**config.mk**
```make
export PLATFORM = sky130hd
export DESIGN_NAME = fpc_div
export DESIGN_NICKNAME = d
export VERILOG_FILES = /design/src/sv/fpc_pkg.sv /design/src/sv/fpc_div.sv
export SDC_FILE = /design/constraint.sdc
export NUM_CORES = 1
export LEC_CHECK = 0
export BUFFER_PORTS_ARGS = -buffer_cell sky130_fd_sc_hd__buf_2
export CORE_ASPECT_RATIO = 1.75
export CORE_UTILIZATION = 30
export DETAILED_ROUTE_END_ITERATION = 10
export SYNTH_ARGS = -nofsm -noshare
export SYNTH_HDL_FRONTEND = slang
export SYNTH_SLANG_ARGS = --single-unit
```
**constraint.sdc**
```tcl
create_clock -name i_clk -period 3.6 [get_ports i_clk]
set_clock_uncertainty 0.1 [all_clocks]
set_input_delay 0.36 -clock i_clk [delete_from_list [all_inputs] [get_ports i_clk]]
set_output_delay 0.36 -clock i_clk [all_outputs]
set_load 0.01 [all_outputs]
```
**src/sv/fpc_pkg.sv**
```systemverilog
// Shared types and constants for the fern posterior classifier.
package fpc_pkg;

    localparam int NUM_FERNS  = 10;
    localparam int NUM_TESTS  = 13;
    localparam int COUNT_BITS = 16;

    localparam int CODE_W  = 13;
    localparam int THR_W   = 17;
    localparam int SUM_W   = 20;
    localparam int FRAC_W  = 16;
    localparam int POST_W  = FRAC_W + 1;
    localparam int CNT_W   = COUNT_BITS;
    localparam int SCALE   = 10;

    localparam int FERN_W    = (NUM_FERNS > 1) ? $clog2(NUM_FERNS) : 1;
    localparam int ADDR_W    = FERN_W + NUM_TESTS;
    localparam int TBL_DEPTH = NUM_FERNS << NUM_TESTS;

    localparam int ACC_W = $clog2(NUM_FERNS * (1 << FRAC_W) + 1);
    localparam int LIM_W = THR_W + $clog2(NUM_FERNS + 1);
    localparam int CMP_W = (ACC_W > LIM_W) ? ((ACC_W > SUM_W) ? ACC_W : SUM_W)
                                           : ((LIM_W > SUM_W) ? LIM_W : SUM_W);

    localparam int NUMHI_W = CNT_W + 4;
    localparam int DEN_W   = CNT_W + 5;
    localparam int QCNT_W  = $clog2(POST_W + 1);

    localparam logic [THR_W-1:0]  THR_RESET = THR_W'(32768);
    localparam logic [SUM_W-1:0]  SUM_MAX   = {SUM_W{1'b1}};
    localparam logic [CNT_W-1:0]  CNT_MAX   = {CNT_W{1'b1}};
    localparam logic [POST_W-1:0] POST_MAX  = POST_W'(1 << FRAC_W);

    typedef struct packed {
        logic [POST_W-1:0] post;
        logic [CNT_W-1:0]  pos_cnt;
        logic [CNT_W-1:0]  neg_cnt;
    } t_entry;

    typedef struct packed {
        logic              rd_en;
        logic [ADDR_W-1:0] rd_addr;
        logic              wr_en;
        logic [ADDR_W-1:0] wr_addr;
        t_entry            wr_data;
    } t_tbl_req;

    typedef struct packed {
        logic               start;
        logic [NUMHI_W-1:0] num_hi;
        logic [DEN_W-1:0]   den;
    } t_div_req;

    typedef enum logic [2:0] {
        S_CLEAR,
        S_IDLE,
        S_SUM,
        S_DECIDE,
        S_UPD_RD,
        S_UPD_CALC,
        S_UPD_PREP,
        S_UPD_DIV
    } t_state;

endpackage

```
**src/sv/fpc_div.sv**
```systemverilog
// Restoring divider, one quotient bit per cycle, for the Q1.16 posterior.
module fpc_div import fpc_pkg::*; (
    input  logic              i_clk,
    input  logic              i_rst_n,
    input  t_div_req          i_req,
    output logic              o_done,
    output logic [POST_W-1:0] o_quo
);

    logic              r_busy;
    logic              r_done;
    logic [QCNT_W-1:0] r_cnt;
    logic [DEN_W-1:0]  r_den;
    logic [DEN_W-1:0]  r_rem;
    logic [POST_W-1:0] r_bits;
    logic [POST_W-1:0] r_quo;
    logic [DEN_W:0]    trial;
    logic              ge;
    logic [DEN_W-1:0]  n_rem;

    // remainder stays below the divisor, so the trial value fits one extra bit
    always_comb begin
        trial = {r_rem, r_bits[POST_W-1]};
        ge    = trial >= {1'b0, r_den};
        n_rem = ge ? DEN_W'(trial - {1'b0, r_den}) : DEN_W'(trial);
    end

    always_ff @(posedge i_clk) begin
        if (!i_rst_n) begin
            r_busy <= 1'b0;
            r_done <= 1'b0;
            r_cnt  <= '0;
        end else begin
            r_done <= 1'b0;
            if (i_req.start) begin
                r_busy <= 1'b1;
                r_cnt  <= QCNT_W'(POST_W);
            end else if (r_busy) begin
                r_cnt <= r_cnt - 1'b1;
                if (r_cnt == QCNT_W'(1)) begin
                    r_busy <= 1'b0;
                    r_done <= 1'b1;
                end
            end
        end
    end

    always_ff @(posedge i_clk) begin
        if (i_req.start) begin
            r_den  <= i_req.den;
            r_rem  <= DEN_W'(i_req.num_hi >> 1);
            r_bits <= {i_req.num_hi[0], {FRAC_W{1'b0}}};
            r_quo  <= '0;
        end else if (r_busy) begin
            r_rem  <= n_rem;
            r_bits <= {r_bits[POST_W-2:0], 1'b0};
            r_quo  <= {r_quo[POST_W-2:0], ge};
        end
    end

    assign o_done = r_done;
    assign o_quo  = r_quo;

endmodule

```
==> impl_results.md <==
- Initial drt markers: 154
- HP Start: i_req[11]
- Hold path depth: 1
- GRT overflow: 0
- Syn Std Cell Area: 3984 µm²
- Setup violators final: 0
- N_diodes: 0
- CP Capture Type: flop
- Hold Path End: r_den[11]
- Fill cells: approximately 1400
- Sequential-to-total area share from yosys stat: 0.4397
- Die area: 13760 µm²
- Yosys warns: 0
- Fin crit period: 3.211 ns
- Initial antenna violation count: 0
- Total negative slack: 0 ns
- CP max stage delay: 0.42 ns
- Yosys top cell by area: edfxtp_1
- Drt pass-1 iters: 5
- Synth area leaders: edfxtp_1 (31%), dfxtp_1 (13%), ha_1 (7.2%)
- Met3 Use GR: 0.02455
- Layout cell share with drive strength beyond 1: 0.2121
- Initial Utilization: 0.3079
- Root Driver: clkbuf_16
- Worst Setup Start Kind: flop
- Post-synthesis cell type count: 65
- CTS HTree Levels: 3
- Max-slew violation count: 0
- Post-route ant nets: 0
- Gr usage total: 0.1495
- Reg-to-reg setup timing slack: 0.39 ns
- Gr busiest metal: met2
- Skew-Pair Late Insertion Delay: 0.33 ns
- Area grow syn2layout: 18.94%
- Worst path slowest cell: fa_1
- Fin crit share: 0.8920
- Commonest non-fill, non-tap cell in the layout: buf_2
- DR vias: 3153
- CTS Hold Buffers Added: 0
- Max Cap Violations: 0
- Post-synthesis async set-or-reset flop share: 0
- Met2 Track Usage GR: 0.2719
- IO Pins: 62
- Rel. slew slack: 0.3591
- Die height: 154.4 µm
- CP Max Fanout: 16
- CTS tree: yes
- Hold Fails Final Rpt: 0
- CTS max path bufs: 2
- Post-Route WL: between 9000 and 10000 µm
- Worst-path clk slew: 0.06 ns
- Fmax achieved: just over 0.3 GHz
- Post-Syn Nets: 468
- Critical Path RT: 3.55 ns
- Largest net degree at the start of global routing: 45
- Most frequent cells in the layout: buf_2 (61), nor2_1 (42), edfxtp_1 (41)
- Vias in the first global route: about 3300
- Setup Buffers After CTS: 0
- Pwr dens: 581.2 nW/µm²
- Residual DRC: 0
- GR Util met1: 0.1595
- FF-to-FF End: r_rem[13]
- Dpl hpwl: 7020 µm
- Mapped Cells: 400
- Leak pwr: 2.032 nW
- Routed vias/inst: 4.981
- RSZ-0062 raised after global routing: no
- Hold WS: 0.1017 ns
- Worst Tran Pin Value: 0.9591 ns
- Hold WC Path Type: in2reg
- Core ar.: 12940 µm²
- Reg-to-Reg Start: r_bits[16]
- Yosys top cell area share: 0.3090
- VDD IR max: 0.0002586 V
- Rows: 55
- Top FF cell, synth: edfxtp_1
- Die W: 89.11 µm
- Number of synthesized flops with an enable pin: slightly above 40
- Placer Congestion: 0.8840
- Most frequent CP cell: inv_1
- CTS Sinks: 67
- Total CTS buffers: 9
- Yosys reg bits: 67
- Syn Area/Cell: 9.960 µm²
- CP Class: reg2reg
- CP cell instances: inv_1, ha_1, inv_1, fa_1, a211oi_2, o21ai_1, a211oi_4, nor2_2, o21ai_4, buf_12, mux2i_1, a21oi_1
- Cts repair resizes: 0
- Nets@finish: 525
- Reg2reg path depth: 12
- WP data arrival: 3.17 ns
- Run status: completed
- First-pass GRT wire length: between 15000 and 20000 µm
- Wire per inst: between 10 and 15 µm
- Port bufs: 61
-- worst max-delay path: cells and delay by family (launching register included) --
kind / cells / cell delay (ns)
multiplexers: 1 / 0.19
AND/OR/NAND/NOR: 1 / 0.12
adder cells (fa/ha/maj): 2 / 0.58
flip-flops: 1 / 0.36
AO/OA/AOI/OAI: 5 / 1.23
buffers and inverters: 3 / 0.34
-- logic make-up (layout without fill, tap and decap cells) --
logic type               Yosys count  in the layout  synth area share
AO/OA/AOI/OAI                     99             99            0.1793
XOR/XNOR                          20             20           0.04397
adder cells (fa/ha/maj)           24             24           0.07726
buffers and inverters             51            113           0.05810
flip-flops                        67             67            0.4397
multiplexers                      29             29           0.07318
AND/OR/NAND/NOR                  110            110            0.1285
-- cell usage after synthesis, types with 8 or more instances --
| master | count |
|---|---|
| nand2_1 | 27 |
| a21oi_1 | 26 |
| ha_1 | 23 |
| inv_1 | 29 |
| xnor2_1 | 9 |
| mux2i_1 | 28 |
| dfxtp_1 | 26 |
| xor2_1 | 11 |
| nor2_1 | 42 |
| edfxtp_1 | 41 |
| nand3_1 | 10 |
| clkbuf_1 | 8 |
| o21ai_0 | 9 |
-- layer usage --
metal  share of wire  vias up
li1                -     1573
met1            0.39     1503
met2            0.56       63
met3           0.027       14
met4           0.025        0
met5               0        -
-- report_power, final --
part           switching [W]  internal [W]  leakage, nW  total [W]
sequential         0.0000395      0.000908        0.619   0.000947
combinational       0.000540      0.000391         1.26   0.000931
clock               0.000357      0.000519        0.150   0.000876
-- flip-flops by register name (all words and copies together), names as in the netlist --
name	flops
r_busy	1
r_rem	21
r_den	21
o_quo	17
r_bits	1
o_done	1
r_cnt	5
-- worst max-delay path by stage --
stage | to | cells after the start | slack (ns) | startpoint
final | r_rem[13] | 12 | 0.39 | r_bits[16]
after global routing | r_rem[15] | 12 | 0.17 | r_bits[16]
after CTS | r_rem[13] | 12 | 0.36 | r_bits[16]
after detailed placement | r_rem[13] | 12 | 0.39 | r_bits[16]
after global placement | r_rem[15] | 12 | 0.43 | r_bits[16]
after floorplan | r_rem[11] | 12 | 0.78 | r_bits[16]
-- layout make-up --
type	count	area (µm²)	share of cell area
Timing Repair Buffer	66	355.3	0.07499
Sequential cell	67	1752	0.3697
Clock buffer	10	250.2	0.05281
Tap cell	171	214.0	0.04515
Inverter	31	116.4	0.02456
Multi-Input combinational cell	282	2001	0.4222
Clock inverter	6	50.05	0.01056
-- per-stage QoR --
step                area [µm²]  cells  setup slack [ns]  utilization  power, W
floorplan                 3984    400            0.7812            -  0.001692
detailed placement        4438    617            0.3947       0.3430  0.001889
global placement          4438    617            0.4275       0.3430  0.001875
CTS                       4738    633            0.3630       0.3662  0.002781
global route              4738    633            0.1719       0.3662  0.002924
finish                    4738    633            0.3888       0.3662  0.002754
No activity file was read; power rests on OpenSTA's default activity.
